### config.mk
export PLATFORM = sky130hd
export DESIGN_NAME = line_follow_pid_drive_unit
export DESIGN_NICKNAME = d
export VERILOG_FILES = /design/src/rtl/core/lfpd_pkg.sv /design/src/rtl/core/lfpd_regs.sv /design/src/rtl/core/lfpd_ctrl.sv /design/src/rtl/core/lfpd_datapath.sv /design/src/rtl/core/line_follow_pid_drive_unit.sv
export SDC_FILE = /design/constraint.sdc
export NUM_CORES = 2
export LEC_CHECK = 0
export BUFFER_PORTS_ARGS = -buffer_cell sky130_fd_sc_hd__buf_2
export CORE_ASPECT_RATIO = 0.6
export CORE_MARGIN = 2
export CORE_UTILIZATION = 60
export CTS_CLUSTER_DIAMETER = 100
export DETAILED_ROUTE_END_ITERATION = 12
export GPL_TIMING_DRIVEN = 1
export PLACE_DENSITY = 0.79
export SLEW_MARGIN = 10
export SYNTH_ARGS = -nofsm -noshare
export SYNTH_HDL_FRONTEND = slang
export SYNTH_SLANG_ARGS = --single-unit
### constraint.sdc
create_clock -name clk -period 30.1 [get_ports clk]
set_input_delay 6.02 -clock clk [delete_from_list [all_inputs] [get_ports clk]]
set_output_delay 6.02 -clock clk [all_outputs]
set_load 0.02 [all_outputs]
### src/rtl/core/lfpd_pkg.sv
`default_nettype none
// ----------------------------------------------------------------------------
// lfpd_pkg
// Shared widths, constants, register map and the command/status bundles
// that join the controller to the datapath.
// ----------------------------------------------------------------------------
package lfpd_pkg;

    // Field and internal widths
    localparam int SAMPLE_W  = 12;
    localparam int NORM_W    = 10;               // normalised value, 0..1000
    localparam int ERR_W     = 11;               // error, -1000..1000
    localparam int DIFF_W    = ERR_W + 1;        // error difference for D
    localparam int INTEG_W   = 32;
    localparam int GAIN_W    = 32;
    localparam int FRAC_BITS = 24;
    localparam int PROD_W    = 64;
    localparam int TERM_W    = PROD_W - FRAC_BITS;
    localparam int ACC_W     = TERM_W + 2;
    localparam int DRIVE_W   = ACC_W + 1;
    localparam int NUM_W     = 22;               // (clamped - low) * 1000
    localparam int CNT_W     = 4;
    localparam int DUTY_W    = 8;
    localparam int SPEED_W   = 8;
    localparam int SLOW_W    = 6;                // ceil(|err| / 20) <= 50
    localparam int RECIP_W   = 12;
    localparam int RECIP_SH  = 16;
    localparam int SLOWP_W   = NORM_W + RECIP_W;
    localparam int APB_AW    = 5;
    localparam int APB_DW    = 32;

    // Constants of the control law
    localparam logic [NORM_W-1:0]  SCALE_MAX  = 10'd1000;
    localparam logic [NORM_W-1:0]  LOST_LEVEL = 10'd100;
    localparam logic [NORM_W-1:0]  ROUND_UP   = 10'd19;    // ceil for /20
    localparam logic [RECIP_W-1:0] RECIP_20   = 12'd3277;  // 2^16 / 20, rounded up
    localparam logic [CNT_W-1:0]   DIV_LAST_BIT = CNT_W'(NORM_W - 1);
    localparam logic signed [INTEG_W-1:0] INTEG_MAX = 32'sh7FFF_FFFF;
    localparam logic signed [INTEG_W-1:0] INTEG_MIN = 32'sh8000_0000;
    localparam logic signed [DRIVE_W-1:0] DRIVE_MAX = 43'sd255;
    localparam logic signed [DRIVE_W-1:0] DRIVE_MIN = -43'sd255;
    localparam logic [DUTY_W-1:0]  DUTY_FULL  = 8'd255;

    // Register reset values
    localparam logic [SAMPLE_W-1:0] LEFT_LOW_RST    = 12'd98;
    localparam logic [SAMPLE_W-1:0] LEFT_HIGH_RST   = 12'd963;
    localparam logic [SAMPLE_W-1:0] RIGHT_LOW_RST   = 12'd77;
    localparam logic [SAMPLE_W-1:0] RIGHT_HIGH_RST  = 12'd2395;
    localparam logic [SPEED_W-1:0]  CRUISE_DUTY_RST = 8'd60;
    localparam logic [GAIN_W-1:0]   GAIN_P_RST      = 32'd3355443;
    localparam logic [GAIN_W-1:0]   GAIN_I_RST      = 32'd3355;
    localparam logic [GAIN_W-1:0]   GAIN_D_RST      = 32'd3355443;

    // Register map, word index = paddr[4:2]
    typedef enum logic [2:0] {
        REG_LEFT_LOW    = 3'd0,
        REG_LEFT_HIGH   = 3'd1,
        REG_RIGHT_LOW   = 3'd2,
        REG_RIGHT_HIGH  = 3'd3,
        REG_CRUISE_DUTY = 3'd4,
        REG_GAIN_P      = 3'd5,
        REG_GAIN_I      = 3'd6,
        REG_GAIN_D      = 3'd7
    } reg_idx_t;

    typedef struct packed {
        logic [SAMPLE_W-1:0] left_low;
        logic [SAMPLE_W-1:0] left_high;
        logic [SAMPLE_W-1:0] right_low;
        logic [SAMPLE_W-1:0] right_high;
        logic [SPEED_W-1:0]  cruise_duty;
        logic [GAIN_W-1:0]   gain_p;
        logic [GAIN_W-1:0]   gain_i;
        logic [GAIN_W-1:0]   gain_d;
    } cfg_t;

    // Operand select of the shared multiplier
    typedef enum logic [1:0] {
        OP_P = 2'd0,
        OP_I = 2'd1,
        OP_D = 2'd2
    } mul_op_t;

    typedef struct packed {
        logic    load_in;
        logic    prep;
        logic    prep_right;
        logic    store_left;
        logic    div_step;
        logic    calc_err;
        logic    mul_en;
        mul_op_t mul_op;
        logic    acc_en;
        logic    out_load;
    } dp_cmd_t;

    typedef struct packed {
        logic div_last;
    } dp_status_t;

endpackage
`default_nettype wire

### src/rtl/core/lfpd_regs.sv
`default_nettype none
// ----------------------------------------------------------------------------
// lfpd_regs
// APB register file: calibration bounds, base speed and the three gains.
// ----------------------------------------------------------------------------
module lfpd_regs
    import lfpd_pkg::*;
(
    input  logic              clk,
    input  logic              rst_n,
    input  logic              psel,
    input  logic              penable,
    input  logic              pwrite,
    input  logic [APB_AW-1:0] paddr,
    input  logic [APB_DW-1:0] pwdata,
    output logic [APB_DW-1:0] prdata,
    output logic              pready,
    output cfg_t              cfg
);

    cfg_t     cfg_reg;
    cfg_t     cfg_next;
    reg_idx_t idx;
    logic     wr_en;

    assign pready = 1'b1;
    assign idx    = reg_idx_t'(paddr[APB_AW-1:2]);
    assign wr_en  = psel && penable && pwrite && pready;
    assign cfg    = cfg_reg;

    always_comb
    begin
        cfg_next = cfg_reg;
        if (wr_en)
        begin
            unique case (idx)
                REG_LEFT_LOW:    cfg_next.left_low    = pwdata[SAMPLE_W-1:0];
                REG_LEFT_HIGH:   cfg_next.left_high   = pwdata[SAMPLE_W-1:0];
                REG_RIGHT_LOW:   cfg_next.right_low   = pwdata[SAMPLE_W-1:0];
                REG_RIGHT_HIGH:  cfg_next.right_high  = pwdata[SAMPLE_W-1:0];
                REG_CRUISE_DUTY: cfg_next.cruise_duty = pwdata[SPEED_W-1:0];
                REG_GAIN_P:      cfg_next.gain_p      = pwdata[GAIN_W-1:0];
                REG_GAIN_I:      cfg_next.gain_i      = pwdata[GAIN_W-1:0];
                REG_GAIN_D:      cfg_next.gain_d      = pwdata[GAIN_W-1:0];
            endcase
        end
    end

    always_comb
    begin
        unique case (idx)
            REG_LEFT_LOW:    prdata = APB_DW'(cfg_reg.left_low);
            REG_LEFT_HIGH:   prdata = APB_DW'(cfg_reg.left_high);
            REG_RIGHT_LOW:   prdata = APB_DW'(cfg_reg.right_low);
            REG_RIGHT_HIGH:  prdata = APB_DW'(cfg_reg.right_high);
            REG_CRUISE_DUTY: prdata = APB_DW'(cfg_reg.cruise_duty);
            REG_GAIN_P:      prdata = cfg_reg.gain_p;
            REG_GAIN_I:      prdata = cfg_reg.gain_i;
            REG_GAIN_D:      prdata = cfg_reg.gain_d;
        endcase
    end

    always_ff @(posedge clk or negedge rst_n)
    begin
        if (!rst_n)
        begin
            cfg_reg.left_low    <= LEFT_LOW_RST;
            cfg_reg.left_high   <= LEFT_HIGH_RST;
            cfg_reg.right_low   <= RIGHT_LOW_RST;
            cfg_reg.right_high  <= RIGHT_HIGH_RST;
            cfg_reg.cruise_duty <= CRUISE_DUTY_RST;
            cfg_reg.gain_p      <= GAIN_P_RST;
            cfg_reg.gain_i      <= GAIN_I_RST;
            cfg_reg.gain_d      <= GAIN_D_RST;
        end
        else
        begin
            cfg_reg <= cfg_next;
        end
    end

endmodule
`default_nettype wire

### src/rtl/core/lfpd_ctrl.sv
`default_nettype none
// ----------------------------------------------------------------------------
// lfpd_ctrl
// Sequencer: steps the datapath through both normalisations, the error
// update, the three gain products and the output load.
// ----------------------------------------------------------------------------
module lfpd_ctrl
    import lfpd_pkg::*;
(
    input  logic       clk,
    input  logic       rst_n,
    input  logic       s_tvalid,
    output logic       s_tready,
    output logic       m_tvalid,
    input  logic       m_tready,
    input  dp_status_t status,
    output dp_cmd_t    cmd
);

    typedef enum logic [10:0] {
        ST_IDLE   = 11'b000_0000_0001,
        ST_PREP_L = 11'b000_0000_0010,
        ST_DIV_L  = 11'b000_0000_0100,
        ST_PREP_R = 11'b000_0000_1000,
        ST_DIV_R  = 11'b000_0001_0000,
        ST_ERR    = 11'b000_0010_0000,
        ST_MUL_P  = 11'b000_0100_0000,
        ST_MUL_I  = 11'b000_1000_0000,
        ST_MUL_D  = 11'b001_0000_0000,
        ST_ACC_D  = 11'b010_0000_0000,
        ST_OUT    = 11'b100_0000_0000
    } state_t;

    state_t state_reg;
    state_t state_next;
    logic   m_valid_reg;
    logic   m_valid_next;

    assign s_tready = (state_reg == ST_IDLE);
    assign m_tvalid = m_valid_reg;

    always_comb
    begin
        cmd        = '0;
        state_next = state_reg;
        unique case (state_reg)
            ST_IDLE:
            begin
                if (s_tvalid)
                begin
                    cmd.load_in = 1'b1;
                    state_next  = ST_PREP_L;
                end
            end
            ST_PREP_L:
            begin
                cmd.prep   = 1'b1;
                state_next = ST_DIV_L;
            end
            ST_DIV_L:
            begin
                cmd.div_step = 1'b1;
                if (status.div_last)
                begin
                    state_next = ST_PREP_R;
                end
            end
            ST_PREP_R:
            begin
                cmd.prep       = 1'b1;
                cmd.prep_right = 1'b1;
                cmd.store_left = 1'b1;
                state_next     = ST_DIV_R;
            end
            ST_DIV_R:
            begin
                cmd.div_step = 1'b1;
                if (status.div_last)
                begin
                    state_next = ST_ERR;
                end
            end
            ST_ERR:
            begin
                cmd.calc_err = 1'b1;
                state_next   = ST_MUL_P;
            end
            ST_MUL_P:
            begin
                cmd.mul_en = 1'b1;
                cmd.mul_op = OP_P;
                state_next = ST_MUL_I;
            end
            ST_MUL_I:
            begin
                cmd.mul_en = 1'b1;
                cmd.mul_op = OP_I;
                cmd.acc_en = 1'b1;
                state_next = ST_MUL_D;
            end
            ST_MUL_D:
            begin
                cmd.mul_en = 1'b1;
                cmd.mul_op = OP_D;
                cmd.acc_en = 1'b1;
                state_next = ST_ACC_D;
            end
            ST_ACC_D:
            begin
                cmd.acc_en = 1'b1;
                state_next = ST_OUT;
            end
            ST_OUT:
            begin
                // wait for the output register to drain
                if (!m_valid_reg || m_tready)
                begin
                    cmd.out_load = 1'b1;
                    state_next   = ST_IDLE;
                end
            end
            default:
            begin
                state_next = ST_IDLE;
            end
        endcase
    end

    always_comb
    begin
        priority if (cmd.out_load)
            m_valid_next = 1'b1;
        else if (m_tready)
            m_valid_next = 1'b0;
        else
            m_valid_next = m_valid_reg;
    end

    always_ff @(posedge clk or negedge rst_n)
    begin
        if (!rst_n)
        begin
            state_reg   <= ST_IDLE;
            m_valid_reg <= 1'b0;
        end
        else
        begin
            state_reg   <= state_next;
            m_valid_reg <= m_valid_next;
        end
    end

endmodule
`default_nettype wire

### src/rtl/core/lfpd_datapath.sv
`default_nettype none
// ----------------------------------------------------------------------------
// lfpd_datapath
// Clamp and scale, shared restoring divider, error and integral update,
// shared 32x32 gain multiplier with accumulator, speed and duty split.
// ----------------------------------------------------------------------------
module lfpd_datapath
    import lfpd_pkg::*;
(
    input  logic                clk,
    input  logic                rst_n,
    input  cfg_t                cfg,
    input  dp_cmd_t             cmd,
    output dp_status_t          status,
    input  logic [SAMPLE_W-1:0] left_sample,
    input  logic [SAMPLE_W-1:0] right_sample,
    output logic [DUTY_W-1:0]   left_fwd_duty,
    output logic [DUTY_W-1:0]   left_rev_duty,
    output logic [DUTY_W-1:0]   right_fwd_duty,
    output logic [DUTY_W-1:0]   right_rev_duty,
    output logic                line_lost
);

    // Saturate to +-255 and split into {reverse, forward}
    function automatic logic [2*DUTY_W-1:0] drive_split(
        input logic signed [DRIVE_W-1:0] v
    );
        logic signed [DRIVE_W-1:0] neg;
        logic [2*DUTY_W-1:0]       r;
        neg = -v;
        priority if (v > DRIVE_MAX)
            r = {{DUTY_W{1'b0}}, DUTY_FULL};
        else if (v < DRIVE_MIN)
            r = {DUTY_FULL, {DUTY_W{1'b0}}};
        else if (!v[DRIVE_W-1])
            r = {{DUTY_W{1'b0}}, v[DUTY_W-1:0]};
        else
            r = {neg[DUTY_W-1:0], {DUTY_W{1'b0}}};
        return r;
    endfunction

    // Item and intermediate registers
    logic [SAMPLE_W-1:0]       ls_reg;
    logic [SAMPLE_W-1:0]       rs_reg;
    logic [NUM_W-1:0]          div_rem_reg;
    logic [SAMPLE_W-1:0]       div_den_reg;
    logic [NORM_W-1:0]         div_quo_reg;
    logic [CNT_W-1:0]          div_cnt_reg;
    logic [NORM_W-1:0]         ln_reg;
    logic signed [ERR_W-1:0]   err_reg;
    logic signed [DIFF_W-1:0]  diff_reg;
    logic [NORM_W-1:0]         mag_reg;
    logic                      lost_reg;
    logic [PROD_W-1:0]         prod_reg;
    logic                      prod_neg_reg;
    logic signed [ACC_W-1:0]   acc_reg;
    logic [SPEED_W-1:0]        speed_reg;
    logic [DUTY_W-1:0]         lf_reg;
    logic [DUTY_W-1:0]         lr_reg;
    logic [DUTY_W-1:0]         rf_reg;
    logic [DUTY_W-1:0]         rr_reg;
    logic                      line_lost_reg;
    // Controller state of the loop
    logic signed [INTEG_W-1:0] integ_reg;
    logic signed [INTEG_W-1:0] integ_next;
    logic signed [ERR_W-1:0]   prev_reg;

    // Clamp and scale
    logic [SAMPLE_W-1:0] x;
    logic [SAMPLE_W-1:0] lo;
    logic [SAMPLE_W-1:0] hi;
    logic [SAMPLE_W-1:0] clamped;
    logic [SAMPLE_W-1:0] offset;
    logic                below;
    logic [NUM_W-1:0]    num_scaled;
    logic [NUM_W-1:0]    num;
    logic [SAMPLE_W-1:0] den;

    always_comb
    begin
        if (cmd.prep_right)
        begin
            x  = rs_reg;
            lo = cfg.right_low;
            hi = cfg.right_high;
        end
        else
        begin
            x  = ls_reg;
            lo = cfg.left_low;
            hi = cfg.left_high;
        end
        below = (x < lo);
        priority if (below)
            clamped = lo;
        else if (x > hi)
            clamped = hi;
        else
            clamped = x;
        offset     = clamped - lo;
        num_scaled = NUM_W'(offset) * NUM_W'(SCALE_MAX);
        // zero range gives 0; inverted range gives 0 or full scale
        priority if (lo == hi)
        begin
            num = '0;
            den = SAMPLE_W'(1);
        end
        else if (lo > hi)
        begin
            num = below ? '0 : NUM_W'(SCALE_MAX);
            den = SAMPLE_W'(1);
        end
        else
        begin
            num = num_scaled;
            den = hi - lo;
        end
    end

    // Restoring divider, one quotient bit per cycle, MSB first
    logic [NUM_W-1:0] trial;
    logic             fits;

    assign trial           = NUM_W'(div_den_reg) << div_cnt_reg;
    assign fits            = (div_rem_reg >= trial);
    assign status.div_last = (div_cnt_reg == '0);

    // Error, integral and speed terms
    logic                      lost;
    logic signed [ERR_W-1:0]   err_new;
    logic signed [INTEG_W:0]   sum_wide;
    logic signed [DIFF_W-1:0]  diff_new;
    logic [ERR_W-1:0]          mag_full;

    always_comb
    begin
        lost     = (ln_reg < LOST_LEVEL) && (div_quo_reg < LOST_LEVEL);
        err_new  = lost ? prev_reg
                        : $signed({1'b0, ln_reg}) - $signed({1'b0, div_quo_reg});
        sum_wide = {integ_reg[INTEG_W-1], integ_reg}
                 + {{(INTEG_W-ERR_W+1){err_new[ERR_W-1]}}, err_new};
        priority if (sum_wide[INTEG_W] != sum_wide[INTEG_W-1])
            integ_next = sum_wide[INTEG_W] ? INTEG_MIN : INTEG_MAX;
        else
            integ_next = sum_wide[INTEG_W-1:0];
        diff_new = {err_new[ERR_W-1], err_new} - {prev_reg[ERR_W-1], prev_reg};
        mag_full = err_new[ERR_W-1] ? ERR_W'(-err_new) : ERR_W'(err_new);
    end

    logic [NORM_W-1:0]  mag_up;
    logic [SLOWP_W-1:0] slow_prod;
    logic [SLOW_W-1:0]  slow;
    logic [SPEED_W-1:0] speed_new;

    always_comb
    begin
        mag_up    = mag_reg + ROUND_UP;
        slow_prod = SLOWP_W'(mag_up) * SLOWP_W'(RECIP_20);
        slow      = slow_prod[RECIP_SH +: SLOW_W];
        if (cfg.cruise_duty < SPEED_W'(slow))
            speed_new = '0;
        else
            speed_new = cfg.cruise_duty - SPEED_W'(slow);
    end

    // Shared gain multiplier
    logic [GAIN_W-1:0] op_mag;
    logic [GAIN_W-1:0] op_gain;
    logic              op_neg;
    logic [DIFF_W-1:0] diff_mag;

    always_comb
    begin
        diff_mag = diff_reg[DIFF_W-1] ? DIFF_W'(-diff_reg) : DIFF_W'(diff_reg);
        unique case (cmd.mul_op)
            OP_P:
            begin
                op_mag  = GAIN_W'(mag_reg);
                op_neg  = err_reg[ERR_W-1];
                op_gain = cfg.gain_p;
            end
            OP_I:
            begin
                op_mag  = integ_reg[INTEG_W-1] ? GAIN_W'(-integ_reg)
                                               : GAIN_W'(integ_reg);
                op_neg  = integ_reg[INTEG_W-1];
                op_gain = cfg.gain_i;
            end
            OP_D:
            begin
                op_mag  = GAIN_W'(diff_mag);
                op_neg  = diff_reg[DIFF_W-1];
                op_gain = cfg.gain_d;
            end
            default:
            begin
                op_mag  = '0;
                op_neg  = 1'b0;
                op_gain = '0;
            end
        endcase
    end

    logic [TERM_W-1:0]        term;
    logic signed [ACC_W-1:0]  term_s;

    assign term   = prod_reg[PROD_W-1:FRAC_BITS];
    assign term_s = prod_neg_reg ? -$signed({2'b00, term}) : $signed({2'b00, term});

    // Wheel drive
    logic signed [DRIVE_W-1:0] speed_ext;
    logic signed [DRIVE_W-1:0] acc_ext;
    logic [2*DUTY_W-1:0]       left_split;
    logic [2*DUTY_W-1:0]       right_split;

    assign speed_ext   = $signed({{(DRIVE_W-SPEED_W){1'b0}}, speed_reg});
    assign acc_ext     = {acc_reg[ACC_W-1], acc_reg};
    assign left_split  = drive_split(speed_ext + acc_ext);
    assign right_split = drive_split(speed_ext - acc_ext);

    always_ff @(posedge clk or negedge rst_n)
    begin
        if (!rst_n)
        begin
            integ_reg <= '0;
            prev_reg  <= '0;
        end
        else if (cmd.calc_err)
        begin
            integ_reg <= integ_next;
            prev_reg  <= err_new;
        end
    end

    always_ff @(posedge clk)
    begin
        if (cmd.load_in)
        begin
            ls_reg <= left_sample;
            rs_reg <= right_sample;
        end
        if (cmd.prep)
        begin
            div_rem_reg <= num;
            div_den_reg <= den;
            div_quo_reg <= '0;
            div_cnt_reg <= DIV_LAST_BIT;
        end
        else if (cmd.div_step)
        begin
            if (fits)
            begin
                div_rem_reg <= div_rem_reg - trial;
            end
            div_quo_reg <= {div_quo_reg[NORM_W-2:0], fits};
            div_cnt_reg <= div_cnt_reg - CNT_W'(1);
        end
        if (cmd.store_left)
        begin
            ln_reg <= div_quo_reg;
        end
        if (cmd.calc_err)
        begin
            err_reg  <= err_new;
            diff_reg <= diff_new;
            mag_reg  <= mag_full[NORM_W-1:0];
            lost_reg <= lost;
            acc_reg  <= '0;
        end
        if (cmd.mul_en)
        begin
            prod_reg     <= PROD_W'(op_mag) * PROD_W'(op_gain);
            prod_neg_reg <= op_neg;
            speed_reg    <= speed_new;
        end
        if (cmd.acc_en)
        begin
            acc_reg <= acc_reg + term_s;
        end
        if (cmd.out_load)
        begin
            lf_reg        <= left_split[DUTY_W-1:0];
            lr_reg        <= left_split[2*DUTY_W-1:DUTY_W];
            rf_reg        <= right_split[DUTY_W-1:0];
            rr_reg        <= right_split[2*DUTY_W-1:DUTY_W];
            line_lost_reg <= lost_reg;
        end
    end

    assign left_fwd_duty  = lf_reg;
    assign left_rev_duty  = lr_reg;
    assign right_fwd_duty = rf_reg;
    assign right_rev_duty = rr_reg;
    assign line_lost      = line_lost_reg;

endmodule
`default_nettype wire

### src/rtl/core/line_follow_pid_drive_unit.sv
`default_nettype none
// ----------------------------------------------------------------------------
// line_follow_pid_drive_unit
// PID line follower for a two-wheel differential drive.
// ----------------------------------------------------------------------------
// Each input transaction carries one left/right pair of 12-bit reflectance
// samples (one control tick) and yields exactly one output transaction with
// forward and reverse duties for both wheels plus a line-lost flag. Samples
// are clamped to their calibrated bounds and scaled to 0..1000, the error is
// left minus right (the last error is held when both readings sit below 100),
// and P, I and D terms are formed with Q8.24 gains from the saturating 32-bit
// integral and the previous error. An item occupies the block from its
// acceptance until its result is loaded into the output register, taking two
// passes through the shared restoring divider; the three gain products share
// one 32x32 multiplier. A new sample pair is taken while a finished result
// still sits unclaimed in the output register; the block only holds in its
// output step if that register is still full. Configuration is to be written
// over APB only while the block is idle; the block itself does not enforce it.
// ----------------------------------------------------------------------------
module line_follow_pid_drive_unit
    import lfpd_pkg::*;
(
    input  logic              clk,
    input  logic              rst_n,
    // sample stream
    input  logic              s_tvalid,
    output logic              s_tready,
    input  logic [23:0]       s_tdata,   // [11:0] left_sample, [23:12] right_sample
    // drive stream
    output logic              m_tvalid,
    input  logic              m_tready,
    output logic [31:0]       m_tdata,   // [7:0] left_fwd_duty, [15:8] left_rev_duty,
                                         // [23:16] right_fwd_duty, [31:24] right_rev_duty
    output logic [0:0]        m_tuser,   // [0] line_lost
    // configuration
    input  logic              psel,
    input  logic              penable,
    input  logic              pwrite,
    input  logic [APB_AW-1:0] paddr,
    input  logic [APB_DW-1:0] pwdata,
    output logic [APB_DW-1:0] prdata,
    output logic              pready
);

    cfg_t       cfg;
    dp_cmd_t    cmd;
    dp_status_t status;

    logic [DUTY_W-1:0] left_fwd_duty;
    logic [DUTY_W-1:0] left_rev_duty;
    logic [DUTY_W-1:0] right_fwd_duty;
    logic [DUTY_W-1:0] right_rev_duty;
    logic              line_lost;

    // Register file
    lfpd_regs u_regs (
        .clk     (clk),
        .rst_n   (rst_n),
        .psel    (psel),
        .penable (penable),
        .pwrite  (pwrite),
        .paddr   (paddr),
        .pwdata  (pwdata),
        .prdata  (prdata),
        .pready  (pready),
        .cfg     (cfg)
    );

    // Sequencer: owns both handshakes, drives the datapath by command
    lfpd_ctrl u_ctrl (
        .clk      (clk),
        .rst_n    (rst_n),
        .s_tvalid (s_tvalid),
        .s_tready (s_tready),
        .m_tvalid (m_tvalid),
        .m_tready (m_tready),
        .status   (status),
        .cmd      (cmd)
    );

    // Arithmetic and loop state; output register lives here too
    lfpd_datapath u_dp (
        .clk            (clk),
        .rst_n          (rst_n),
        .cfg            (cfg),
        .cmd            (cmd),
        .status         (status),
        .left_sample    (s_tdata[SAMPLE_W-1:0]),
        .right_sample   (s_tdata[2*SAMPLE_W-1:SAMPLE_W]),
        .left_fwd_duty  (left_fwd_duty),
        .left_rev_duty  (left_rev_duty),
        .right_fwd_duty (right_fwd_duty),
        .right_rev_duty (right_rev_duty),
        .line_lost      (line_lost)
    );

    // Pack the result, first field in the lowest bits
    assign m_tdata = {right_rev_duty, right_fwd_duty, left_rev_duty, left_fwd_duty};
    assign m_tuser = line_lost;

    // A taken sample pair keeps the block busy for at least the next cycle
    assert property (@(posedge clk) disable iff (!rst_n)
        (s_tvalid && s_tready) |=> !s_tready)
        else $error("sample taken while previous item still in progress");

    // A wheel never drives forward and reverse at once
    assert property (@(posedge clk) disable iff (!rst_n)
        m_tvalid |-> (m_tdata[7:0] == 8'd0 || m_tdata[15:8] == 8'd0))
        else $error("left wheel has both forward and reverse duty");

    assert property (@(posedge clk) disable iff (!rst_n)
        m_tvalid |-> (m_tdata[23:16] == 8'd0 || m_tdata[31:24] == 8'd0))
        else $error("right wheel has both forward and reverse duty");

endmodule
`default_nettype wire
==> results.cfg <==
[outcome]
status = complete, no violations

[clock_network]
cts_tree = done
clk_latency_ns = 0.65
cts_buffers = 46
hold_buffers = 0
cts-root-buf = clkbuf_16
ctsResizeCount = 0
postCtsSetupBuffers = 0
h-tree-depth = 2
clockBufferDepth = 3
clk_pin_slew_ns = 0.07
cts.sinks = 437

[timing]
report.final.setup_viol = 0
slew_violations = 0
holdWs_ns = 0.431
slew_headroom_pct = 5.94
min_period_ns = 15.20
rsz0062_at_grt = no
fin_tns_setup_ns = 0
max_freq_mhz = 65.8
finalClockSkew_ns = 0.0415
hold_viol_final = 0
tightest_slew_ns = 1.41
period_share_pct = 50.5

[synthesis]
syn_inst = 7418
yosysSeqAreaShare_pct = 18.0
synth.ff_latch_count = 437
syn_nets = 9006
synth_ff_type = edfxtp_1
synthArstFlopShare_pct = 47.4
ys_types = 94
syn_area_per_cell_um2 = 8.99
synth_edf_count = 216
synth_top_area_share_pct = 28.9
yosys-top-cells-area = fa_1 (29%), ha_1 (10%), edfxtp_1 (9.7%)
syn_area_um2 = 66700
synth_top_area_cell = fa_1
yosysWarnings = 0

[die]
rows = 94
die-height_um = 262
core_um2 = 110000
die_x_um = 434
die-area_um2 = 114000
start_util_pct = 60.6
ios = 136

[global_route]
groute.usage.overall_pct = 38.3
grt_max_degree = 84
antenna_found_initial = 7
grt_pass1_vias = 54900
grt_first_pass_wirelength_um = 330000
overflow = 0

[critical_path]
crit_fanout = 55
critPathKind = in -> out
startpoint = paddr[2]
critPathCaptureType = output pin
ff2ff_setup_slack_ns = 16.49
worst_ep_arrival_time_ns = 9.18
rr_worst_depth = 32
timing.rr.start = u_ctrl.state_reg[7]
crit_required_ns = 24.08
start_kind = primary input
r2r_end = u_dp.prod_reg[62]

[routing]
wirelength_um = 217000
wl_per_cell_um = 24.3
vias_per_cell = 6.20
ant_nets = 0
drt-initial-drc-count = 6442
drc = 0
drt_pass1_iterations = 10
vias = 55400

[pwr]
clkPwrFrac_pct = 7.4
total_power_uw = 8350
leakage_uw = 0.0342
peakVddDrop_mv = 1.55
p_int_uw = 3950
p_switching_uw = 4400
p_per_area_nw_per_um2 = 118
combPwrFrac_pct = 82.4
power.share.switching_pct = 52.7
p_seq_share_pct = 10.2

[final_layout]
mostFrequentLayoutCells = inv_1 (1227), fa_1 (963), nand2_1 (858), nor2_1 (778), ha_1 (557)
syn2layout_area_growth_pct = 6.29
post-route-util_pct = 64.5
num-nets-final = 8996
final_layout_size_suffix_gt1_share_pct = 8.89
fillers = 8967
layout_commonest_cell = inv_1
largest_register_ffs = 152

[hold_path]
holdPathStages = 0
hold_path_class = reg -> reg
holdPathEnd = u_dp.line_lost
min_from = u_dp.lost_reg

[run]
maxCapViolations = 0

[placed_design]
port_buffers = 132
dpl.hpwl_um = 169000
place.gp.congestion = 1.04
==> per-layer routing <==
layer | GRT usage, % | routed length [µm] | up-vias
li1 | - | - | 24000
met1 | 55.2 | 87700 | 27200
met2 | 50.1 | 83900 | 3672
met3 | 17.9 | 36500 | 572
met4 | 12.9 | 9210 | 12
met5 | 0.504 | 155 | -
==> logic make-up after synthesis <==
logic type      Yosys count  share of synthesized area [%]
simple gates           2164                           14.2
mux                     247                           4.22
xor+xnor                331                           4.36
flops                   437                           18.0
buf+inv                1568                           8.85
other cells               1                        0.00562
fa+ha+maj              1546                           39.7
compound gates         1124                           10.6
==> power by group through the flow <==
| stage | sequential, µW | clock (µW) | combinational (µW) |
|---|---|---|---|
| final | 853 | 619 | 6880 |
| after CTS | 850 | 622 | 6780 |
| after detailed placement | 861 | 0 | 6710 |
| after global placement | 857 | 0 | 6480 |
| after global routing | 863 | 645 | 7590 |
| after floorplan | 828 | 0 | 5050 |
==> metrics by stage <==
step / worst slack, ns / instance area [µm²] / cells
global route: 14.89 / 70900 / 8936
detailed placement: 15.00 / 69300 / 8848
floorplan: 16.40 / 66700 / 7418
CTS: 14.97 / 70900 / 8934
global placement: 15.05 / 69300 / 8848
finish: 14.90 / 70900 / 8939
==> Yosys cell counts, drive strengths merged (57+ instances only) <==
master / number
a21oi: 319
mux2i: 74
inv: 1227
clkbuf: 316
o21ai: 249
edfxtp: 216
fa: 963
nor3: 64
xnor2: 210
xor2: 121
dfrtp: 151
nand3: 77
o22ai: 86
ha: 557
nand4: 57
nand2: 860
a21o: 168
mux2: 162
nor2: 785
==> critical path, stage by stage <==
cell and delay [ns]:
buf_2 0.08, buf_4 0.70, inv_1 0.24, nor2_2 0.66, buf_4 0.44, a221o_1 0.20, o21ai_0 0.09, o21ai_0 0.41
buf_2 0.25
==> how the worst max path moves through the flow <==
stage | end
floorplan | prdata[17]
global placement | prdata[9]
detailed placement | prdata[9]
CTS | prdata[9]
global route | prdata[9]
finish | prdata[9]
==> area by class of cell <==
| type | instances | area (µm²) | share of cell area, % |
|---|---|---|---|
| clock buffer | 64 | 1340 | 1.90 |
| inverter | 1232 | 4620 | 6.52 |
| clock inverter | 22 | 255 | 0.360 |
| tap | 1488 | 1860 | 2.63 |
| sequential | 437 | 12000 | 17.0 |
| multi-input combinational | 5413 | 49000 | 69.1 |
| timing repair buffer | 278 | 1770 | 2.49 |
| antenna | 5 | 12.5 | 0.0177 |
(Power assumes the default switching activity.)
